===== config.mk =====
export PLATFORM = sky130hd
export DESIGN_NAME = pcswl_front
export DESIGN_NICKNAME = d
export VERILOG_FILES = /design/src/sv/pcswl_pkg.sv /design/src/sv/pcswl_front.sv
export SDC_FILE = /design/constraint.sdc
export NUM_CORES = 1
export LEC_CHECK = 0
export BUFFER_PORTS_ARGS = -buffer_cell sky130_fd_sc_hd__buf_4
export CAP_MARGIN = 20
export CORE_UTILIZATION = 38
export DETAILED_ROUTE_END_ITERATION = 8
export PLACE_DENSITY = 0.71
export SLEW_MARGIN = 20
export SYNTH_ARGS = -nofsm -noshare
export SYNTH_HDL_FRONTEND = slang
export SYNTH_SLANG_ARGS = --single-unit

===== constraint.sdc =====
create_clock -name clk -period 4.8 [get_ports clk]
set_clock_uncertainty 0.15 [all_clocks]
set_input_delay 0.96 -clock clk [delete_from_list [all_inputs] [get_ports clk]]
set_output_delay 0.96 -clock clk [all_outputs]
set_load 0.01 [all_outputs]

===== src/sv/pcswl_pkg.sv =====
// Shared types and constants of the per-client sliding window limiter.
// No dependencies; the front end, back end, top level and testbench import this package.
package pcswl_pkg;

	localparam int KEY_W     = 32;
	localparam int TIME_W    = 32;
	localparam int MAXR_W    = 5;
	localparam int WIN_W     = 16;
	localparam int CFG_IDX_W = 1;
	localparam int CFG_DAT_W = 16;
	localparam int IN_DAT_W  = 64;
	localparam int OUT_DAT_W = 8;

	localparam logic [CFG_IDX_W-1:0] REG_MAX_REQUESTS   = 1'd0;
	localparam logic [CFG_IDX_W-1:0] REG_WINDOW_SECONDS = 1'd1;

	localparam int Q_DEPTH = 2;
	localparam int QAW     = 1;
	localparam int QCW     = 2;

	typedef struct packed {
		logic [TIME_W-1:0] now_seconds;
		logic [KEY_W-1:0]  client_key;
	} req_t;

	typedef struct packed {
		logic [MAXR_W-1:0] max_requests;
		logic [WIN_W-1:0]  window_seconds;
	} cfg_t;

	typedef struct packed {
		logic busy;
		logic clients_full;
	} stat_t;

endpackage


===== src/sv/pcswl_front.sv =====
// Front end: accepts requests from the input stream into a short queue.
// Depends on pcswl_pkg.
module pcswl_front (
	input  logic                          clk,
	input  logic                          arst_n,
	input  logic                          s_axis_tvalid,
	output logic                          s_axis_tready,
	// client_key [31:0], now_seconds [63:32]
	input  logic [pcswl_pkg::IN_DAT_W-1:0] s_axis_tdata,
	output pcswl_pkg::req_t               q_req,
	output logic                          q_valid,
	input  logic                          q_pop
);
	import pcswl_pkg::*;

	req_t           ent_q [Q_DEPTH];
	logic [QAW-1:0] wr_ptr_q;
	logic [QAW-1:0] rd_ptr_q;
	logic [QCW-1:0] cnt_q;
	logic           push;
	logic           pop;

	assign s_axis_tready = (cnt_q != QCW'(Q_DEPTH));
	assign q_valid       = (cnt_q != '0);
	assign q_req         = ent_q[rd_ptr_q];
	assign push          = s_axis_tvalid && s_axis_tready;
	assign pop           = q_pop && q_valid;

	always_ff @(posedge clk) begin
		if (push) begin
			ent_q[wr_ptr_q].client_key  <= s_axis_tdata[KEY_W-1:0];
			ent_q[wr_ptr_q].now_seconds <= s_axis_tdata[KEY_W+TIME_W-1:KEY_W];
		end
	end

	always_ff @(posedge clk or negedge arst_n) begin
		if (!arst_n) begin
			wr_ptr_q <= '0;
			rd_ptr_q <= '0;
			cnt_q    <= '0;
		end else begin
			if (push) begin
				wr_ptr_q <= wr_ptr_q + 1'b1;
			end
			if (pop) begin
				rd_ptr_q <= rd_ptr_q + 1'b1;
			end
			if (push && !pop) begin
				cnt_q <= cnt_q + 1'b1;
			end else if (pop && !push) begin
				cnt_q <= cnt_q - 1'b1;
			end
		end
	end

endmodule


==> results of run 1 <==
power groups by stage:
stage          combinational (uW)  sequential (uW)  clock, uW
2_1_floorplan                 879             1670          0
3_3_place_gp                 1240             1810          0
3_5_place_dp                 1260             1820          0
4_1_cts                      1270             1800       1230
5_1_grt                      1430             1740       1280
6_report                     1330             1710       1200
layout by cell type, fill, tap and decap left out, types with 3 or more instances in the layout:
cell type / Yosys / routed
buf_4: 0 / 133
edfxtp_1: 128 / 128
mux2_4: 50 / 50
clkbuf_16: 0 / 17
mux2_2: 14 / 14
clkbuf_8: 0 / 5
clkbuf_1: 0 / 5
xnor2_1: 3 / 3
clkinv_2: 0 / 3
dfrtp_1: 4 / 3
routing by layer:
layer	vias to the layer above	share of wire (%)	GRT usage (%)
li1	1150	-	-
met1	1181	40	13.7
met2	86	51	22.1
met3	13	7.0	5.30
met4	0	2.1	6.84
met5	-	0	0
final timing paths:
check	to	cells past startpoint	start	slack [ns]
worst max register to register	ent_q[0][63]	4	cnt_q[0]	2.50
worst max-delay path	q_req[49]	3	rd_ptr_q	1.67
worst min register to register	cnt_q[1]	1	cnt_q[1]	0.36
worst min-delay path	wr_ptr_q	1	arst_n	0.19
min in group clk	cnt_q[1]	1	cnt_q[1]	0.36
max in group asynchronous	rd_ptr_q	1	arst_n	4.19
cell families (layout without fill, tap and decap cells):
group         after synthesis  after routing  share of synthesized area (%)
xor+xnor                    5              5                          0.873
flops                     132            132                           78.6
simple gates                7              7                          0.673
fa+ha+maj                   1              1                          0.249
mux                        64             64                           18.1
buf+inv                     8            168                           1.52
metrics by stage:
stage          instances  setup slack, ns  area [sq um]  power, uW
4_1_cts              548             1.44          6760       4300
6_report             549             1.67          6790       4240
3_3_place_gp         516             1.92          6200       3050
5_1_grt              549             1.58          6790       4450
2_1_floorplan        217            0.436          5020       2550
3_5_place_dp         516             1.89          6200       3090
worst register-to-register path: stages (launching register included):
cell	delay, ns
dfrtp_1	0.41
nand2b_1	0.19
nand2_1	0.15
nor2_4	0.75
buf_12	0.34
cell type report:
type,instances,area [sq um],share of cell area (%)
Tap cell,172,215,3.17
Clock buffer,27,513,7.56
Sequential cell,132,3950,58.2
Clock inverter,5,48.8,0.719
Inverter,1,3.75,0.0553
Multi-Input combinational cell,77,1010,14.9
Timing Repair Buffer,135,1050,15.4
flip-flops by register name, indices dropped and copies added, names as in the netlist:
signal / cells
cnt_q: 2
rd_ptr_q: 1
wr_ptr_q: 1
ent_q: 128
==> flow_summary.json, run 1 <==
{
  "synth.top_cells.by_area": "edfxtp_1 77%, mux2_4 15%, mux2_2 3.1%",
  "combPwrFrac_pct": 31.3,
  "syn_avg_cell_area_sq_um": 23.1,
  "internal_power_uw": 3120,
  "portBuffers": 133,
  "yosysTopAreaCell": "edfxtp_1",
  "path_max_fanout": 39,
  "grt_max_degree": 66,
  "clock_latency_ns": 0.40,
  "synthFlopType": "edfxtp_1",
  "cap_violations": 0,
  "fin_crit_ns": 3.13,
  "synth_top_cell_area_share_pct": 76.6,
  "ys_seq_area_share_pct": 78.6,
  "syn_area_sq_um": 5020,
  "yosysMostFrequentCell": "edfxtp_1",
  "io_pins": 134,
  "wl_um": 8470,
  "fmax_mhz": 320,
  "die-area_sq_um": 13700,
  "area_growth_syn_to_layout_pct": 35.2,
  "critPathKind": "reg -> out",
  "clock_sinks": 132,
  "drive_gt1_share_pct": 60.5,
  "crit_chain": "buf_16 -> mux2_2 -> buf_4",
  "finalWeightedCongestion": 0.644,
  "cts-resized-gates": 0,
  "insertedDiodeCount": 0,
  "cp.arrival_ns": 2.02,
  "initial_core_util_pct": 39.3,
  "status": "complete, no violations",
  "drc": 0,
  "post-route-util_pct": 53.1,
  "drt.antenna.violating_nets": 0,
  "dieHeight_um": 117,
  "synth_fp_nets": 286,
  "power.density_nw_per_um2": 625,
  "p_sw_uw": 1120,
  "rows": 41,
  "leakage_uw": 0.00269,
  "tightest_slew_ns": 0.959,
  "timing.final.crit_share_pct": 65.2,
  "cp_top_family": "flip-flops",
  "drv_slew": 0,
  "hold_path_class": "in -> async",
  "nets": 433,
  "path_clk_slew_ns": 0.05,
  "clk_path_buf_depth": 2,
  "critPathLaunchType": "flop",
  "synth_seq_cells": 132,
  "final-hold-violation-count": 0,
  "irDropWorstVdd_uv": 343,
  "syn_inst": 217,
  "tritoncts": "built",
  "fillers": 1011,
  "ys_warn_count": 0,
  "setup_violations": 0,
  "drt-vias-per-instance": 4.43,
  "via_count": 2430,
  "end_kind": "output port",
  "h-tree-depth": 4,
  "grt_antenna_before_repair": 0,
  "grt_pass1_vias": 2520,
  "drt-wirelength-per-cell_um": 15.4,
  "crit_required_ns": 3.69,
  "synth_edf_count": 128,
  "post_cts_buffers": 0,
  "drt_iter0_drc": 127,
  "ys_types": 15,
  "hold-worst-slack_ns": 0.192,
  "p_clk_share_pct": 28.3,
  "design.core.area_sq_um": 12800,
  "slowest_delay_ns": 0.75,
  "synth_commonest_cells": "128 x edfxtp_1, 50 x mux2_4, 14 x mux2_2",
  "cts_hold_buffers": 0,
  "critical_path_buf_inv_count": 2,
  "p_seq_share_pct": 40.4,
  "grt.total_usage_pct": 12.9,
  "p_sw_share_pct": 26.4,
  "grt_pass1_wl_um": 12600,
  "dp_hpwl_um": 5360,
  "fp.dieW_um": 117,
  "root_buffer": "clkbuf_16",
  "fin_setup_tns_ns": 0,
  "rsz0062_at_grt": "no",
  "ys_async_sr_fraction_pct": 3.03,
  "gr-total-overflow": 0,
  "slew-limit-headroom_pct": 35.9,
  "crit_path_top_delay_cell": "dfrtp_4",
  "dr.pass1.iters": 5,
  "cts-buffers-inserted": 17
}
(Power assumes the default switching activity.)
==> run 2, diff against run 1 <==
==> constraint.sdc (replaced) <==
create_clock -name clk -period 3.2 [get_ports clk]
set_clock_uncertainty 0.15 [all_clocks]
set_input_delay 0.64 -clock clk [delete_from_list [all_inputs] [get_ports clk]]
set_output_delay 0.64 -clock clk [all_outputs]
set_load 0.01 [all_outputs]
==> run 2 against run 1 <==
  * Routed wire length rose by 1.4%
  * Combinational power is 50% higher
  * Total power is 54% higher
==> flow_summary.json, run 2 (synthesized netlist as in run 1, its figures left out) <==
{
  "die-area_sq_um": 13700,
  "fin_crit_ns": 2.72,
  "tightest_slew_ns": 0.883,
  "fillers": 1033,
  "busiest_layer": "met2",
  "drt-vias-per-instance": 4.51,
  "finalWeightedCongestion": 0.709,
  "status": "complete, no violations",
  "multi_input_area_sq_um": 1010,
  "rsz0062_at_grt": "no",
  "initial_core_util_pct": 39.3,
  "h-tree-depth": 4,
  "io_pins": 134,
  "final_common_cell": "buf_4",
  "timing.final.crit_share_pct": 84.9,
  "fin_setup_tns_ns": 0,
  "grt_pass1_wl_um": 12600,
  "root_buffer": "clkbuf_16",
  "drc": 0,
  "end_kind": "output port",
  "top_register": "ent_q",
  "drv_slew": 0,
  "design.core.area_sq_um": 12800,
  "seq_area_sq_um": 3950,
  "grt_antenna_before_repair": 0,
  "dr.pass1.iters": 4,
  "final_cell_mix": "137 x buf_4, 128 x edfxtp_1, 50 x mux2_4",
  "drt-wirelength-per-cell_um": 15.5,
  "path_max_fanout": 26,
  "wl_um": 8590,
  "drive_gt1_share_pct": 60.6,
  "final-hold-violation-count": 0,
  "grtUsageMet3_pct": 5.46,
  "tritoncts": "built",
  "crit_chain": "buf_4 -> mux2_2 -> buf_4",
  "dp_hpwl_um": 5430,
  "setup_violations": 0,
  "dieHeight_um": 117,
  "clock_sinks": 132,
  "rows": 41,
  "met2_usage_pct": 20.9,
  "p_total_uw": 6520,
  "grt_max_degree": 65,
  "use_met1_pct": 14.7,
  "via_count": 2493,
  "fp.dieW_um": 117,
  "leakage_uw": 0.00271,
  "crit_required_ns": 2.41,
  "grt_pass1_vias": 2520,
  "nets": 437,
  "critPathLaunchType": "flop",
  "cpMostUsedCell": "buf_4",
  "power.density_nw_per_um2": 954,
  "drt.antenna.violating_nets": 0,
  "clk_path_buf_depth": 2,
  "cp.arrival_ns": 1.93,
  "gr-total-overflow": 0,
  "cts-resized-gates": 0,
  "cap_violations": 0,
  "path_clk_slew_ns": 0.06,
  "grt.total_usage_pct": 12.9,
  "reg.largest.list": "ent_q (128), cnt_q (2)",
  "clock_latency_ns": 0.40,
  "insertedDiodeCount": 0,
  "slew-limit-headroom_pct": 41.1,
  "portBuffers": 133,
  "hold_path_class": "in -> reg",
  "crit_path_top_delay_cell": "dfrtp_4",
  "critPathKind": "reg -> out",
  "slowest_delay_ns": 0.70,
  "drt_iter0_drc": 102,
  "cts-buffers-inserted": 17,
  "irDropWorstVdd_uv": 564,
  "fmax_mhz": 368,
  "area_growth_syn_to_layout_pct": 36.2,
  "largest_reg_flops": 128
}
==> run 2: final cells by class <==
cell class / count / share of cell area, %
Clock inverter: 11 / 2.32
Sequential cell: 132 / 57.8
Clock buffer: 21 / 6.44
Inverter: 1 / 0.0549
Tap cell: 172 / 3.15
Multi-Input combinational cell: 77 / 14.8
Timing Repair Buffer: 139 / 15.5
==> run 2: worst max-delay path, delay by kind of cell, from the launching register on <==
kind,cells,cell delay (ns)
DFF,1,0.70
buffers and inverters,2,0.44
muxes,1,0.35
==> run 2: report_power, final <==
group          internal, uW  switching (uW)  leakage [uW]
sequential             2380             183       0.00123
clock                  1290             664      0.000290
combinational          1140             862       0.00119
total                  4810            1710       0.00271
==> run 2: final timing paths <==
kind	from	endpoint	slack [ns]	cells past startpoint
worst min register to register	cnt_q[1]	cnt_q[1]	0.35	1
max in group asynchronous	arst_n	rd_ptr_q	2.38	2
min in group asynchronous	arst_n	rd_ptr_q	0.41	2
worst min-delay path	s_axis_tdata[42]	ent_q[0][42]	0.26	1
worst max-delay path	rd_ptr_q	q_req[49]	0.48	3
worst max register to register	cnt_q[0]	ent_q[1][59]	1.27	2
==> run 2: repair_timing <==
| item | CTS | global route |
|---|---|---|
| setup buffers | 0 | 0 |
| hold buffers | 1 | 0 |
| endpoints found under the setup margin | 0 | 0 |
| hold endpoints to repair | 4 | 0 |
==> run 2: metrics by stage <==
step           utilization (%)  std cells  instance area (sq um)  hold slack (ns)  setup WS (ns)
5_1_grt                   53.5        553                   6840            0.236          0.402
2_1_floorplan                -        217                   5020            0.194          0.227
3_3_place_gp              48.7        520                   6230            0.289          0.920
3_5_place_dp              48.7        520                   6230            0.290          0.910
6_report                  53.5        553                   6840            0.263          0.484
4_1_cts                   53.5        553                   6840            0.242          0.462
==> run 2: routing by layer <==
metal,wire length [um],share of wire [%],up-vias
met2,4320,50,93
met4,163,1.9,0
met3,575,6.7,17
met1,3530,41,1226
li1,-,-,1157
met5,0,0,-
==> run 3, diff against run 2 <==
--- a/config.mk
+++ b/config.mk
@@ -9,7 +9,7 @@
 export CAP_MARGIN = 20
 export CORE_UTILIZATION = 38
 export DETAILED_ROUTE_END_ITERATION = 8
-export PLACE_DENSITY = 0.71
+export PLACE_DENSITY = 0.73
 export SLEW_MARGIN = 20
 export SYNTH_ARGS = -nofsm -noshare
 export SYNTH_HDL_FRONTEND = slang
==> constraint.sdc (replaced) <==
create_clock -name clk -period 2.2 [get_ports clk]
set_clock_uncertainty 0.15 [all_clocks]
set_input_delay 0.44 -clock clk [delete_from_list [all_inputs] [get_ports clk]]
set_output_delay 0.44 -clock clk [all_outputs]
set_load 0.01 [all_outputs]
==> run 3 against run 2 <==
  * The flow now finishes with violations (negative setup slack)
  * Routed wire length decreased by 0.13%
  * Sequential share of layout area decreased by 0.98 points
  * Global-route usage increased by 0.59 points
  * Cell area increased by 1.7%
  * Sequential power increased by 42%
  * Register-to-register slack got worse by 0.75 ns
  * First-iteration DRC count decreased by 20%
  * Critical endpoint is now q_req[37]
  * Largest power group unchanged
==> flow_summary.json, run 3 (synthesized netlist as in run 1, its figures left out) <==
{
  "h-tree-depth": 4,
  "grt_antenna_before_repair": 0,
  "dp_slack_ns": 0.401,
  "drt_iter0_drc": 82,
  "tightest_slew_ns": 0.395,
  "violations": "negative setup slack",
  "hold_path_class": "in -> reg",
  "io_pins": 134,
  "initial_core_util_pct": 39.3,
  "top_register": "ent_q",
  "gr-total-overflow": 0,
  "hold-worst-slack_ns": 0.0637,
  "dp_hpwl_um": 5560,
  "drive_gt1_share_pct": 60.9,
  "seq_area_sq_um": 3950,
  "grt_pass1_wl_um": 13000,
  "drt-wirelength-per-cell_um": 15.5,
  "clock_sinks": 132,
  "critPathLaunchType": "flop",
  "fp.dieW_um": 117,
  "reg.largest.list": "ent_q (128), cnt_q (2)",
  "ff2ff_setup_slack_ns": 0.52,
  "fmax_mhz": 454,
  "rsz0062_at_grt": "yes",
  "area_growth_syn_to_layout_pct": 38.5,
  "final_common_cell": "edfxtp_1",
  "drv_slew": 0,
  "die-area_sq_um": 13700,
  "status": "complete, but fails checks",
  "irDropWorstVdd_uv": 652,
  "cp.arrival_ns": 1.61,
  "cp-startpoint": "rd_ptr_q",
  "final-hold-violation-count": 0,
  "timing.final.crit_share_pct": 100,
  "fillers": 1002,
  "power.density_nw_per_um2": 1390,
  "drt.antenna.violating_nets": 0,
  "grt_max_degree": 65,
  "leakage_uw": 0.00276,
  "nets": 437,
  "crit_chain": "buf_12 -> mux2_2 -> buf_4",
  "slew-limit-headroom_pct": 73.7,
  "drt-vias-per-instance": 4.41,
  "wl_um": 8580,
  "slowest_delay_ns": 0.45,
  "crit_required_ns": 1.61,
  "clk_path_buf_depth": 2,
  "path_max_fanout": 25,
  "insertedDiodeCount": 0,
  "crit_path_top_delay_cell": "dfrtp_4",
  "critPathKind": "reg -> out",
  "drc": 0,
  "post-route-util_pct": 54.4,
  "root_buffer": "clkbuf_16",
  "grt_pass1_vias": 2607,
  "largest_reg_flops": 128,
  "tritoncts": "built",
  "dr.pass1.iters": 4,
  "fin_crit_ns": 2.20,
  "design.core.area_sq_um": 12800,
  "portBuffers": 133,
  "grt.total_usage_pct": 13.5,
  "worstHoldStart": "s_axis_tdata[37]",
  "setup_violations": 2,
  "final_cell_mix": "128 x edfxtp_1, 116 x buf_4, 52 x mux2_4",
  "finalWeightedCongestion": 0.641,
  "end_kind": "output port",
  "post_cts_buffers": 0,
  "via_count": 2437,
  "path_clk_slew_ns": 0.06,
  "p_total_uw": 9680,
  "timing.final.ws_setup_ns": -0.00347,
  "clock_latency_ns": 0.40,
  "rows": 41,
  "cts-buffers-inserted": 17,
  "dieHeight_um": 117,
  "fin_setup_tns_ns": -0.00422,
  "cap_violations": 0,
  "r2r-start": "cnt_q[0]",
  "multi_input_area_sq_um": 1020
}
==> run 3: cell count changes in the layout (fill, tap and decap cells not counted), sizes merged <==
cell and change:
clkbuf -1, clkinv +1
==> run 3: cell type report <==
cell class / count / share of cell area [%]
flip-flops and latches: 132 / 56.8
repair buffers: 139 / 16.7
inverters: 1 / 0.0540
clock inverters: 12 / 2.32
clock buffers: 20 / 6.28
well taps: 172 / 3.10
multi-input cells: 77 / 14.7
==> run 3: worst max-delay path: cells and delay by family, from the launching register on <==
kind | cells | cell delay, ns
flops | 1 | 0.45
buf+inv | 2 | 0.36
mux | 1 | 0.37
==> run 3: path summary, 6_finish.rpt <==
check | end | cells past startpoint
hold / removal | ent_q[0][37] | 1
max in group asynchronous | rd_ptr_q | 2
setup reg to reg | ent_q[0][34] | 4
setup / recovery | q_req[37] | 3
hold reg to reg | cnt_q[0] | 1
min in group asynchronous | cnt_q[1] | 2
==> run 3: where the power goes <==
part	total (uW)	internal, uW	switching [uW]
sequential	3630	3450	177
clock	2830	1870	954
combinational	3220	1830	1390
==> run 3: timing repair <==
item,in CTS,in global routing
hold endpoints to repair,4,0
pin swaps,0,0
setup endpoints to repair,26,29
hold buffers,1,0
gates resized for setup,1,19
==> run 3: through the flow <==
step | std cells | cell area, sq um
after global routing | 553 | 6950
after global placement | 520 | 6270
after CTS | 553 | 6880
after detailed placement | 520 | 6270
final | 553 | 6950
after floorplan | 217 | 5040
==> run 3: metal layers <==
metal | wire length, um | vias up | global-route usage, %
li1 | - | 1159 | -
met1 | 3550 | 1172 | 15.4
met3 | 481 | 13 | 4.43
met2 | 4380 | 93 | 22.3
met4 | 164 | 0 | 8.10
met5 | 0 | - | 0
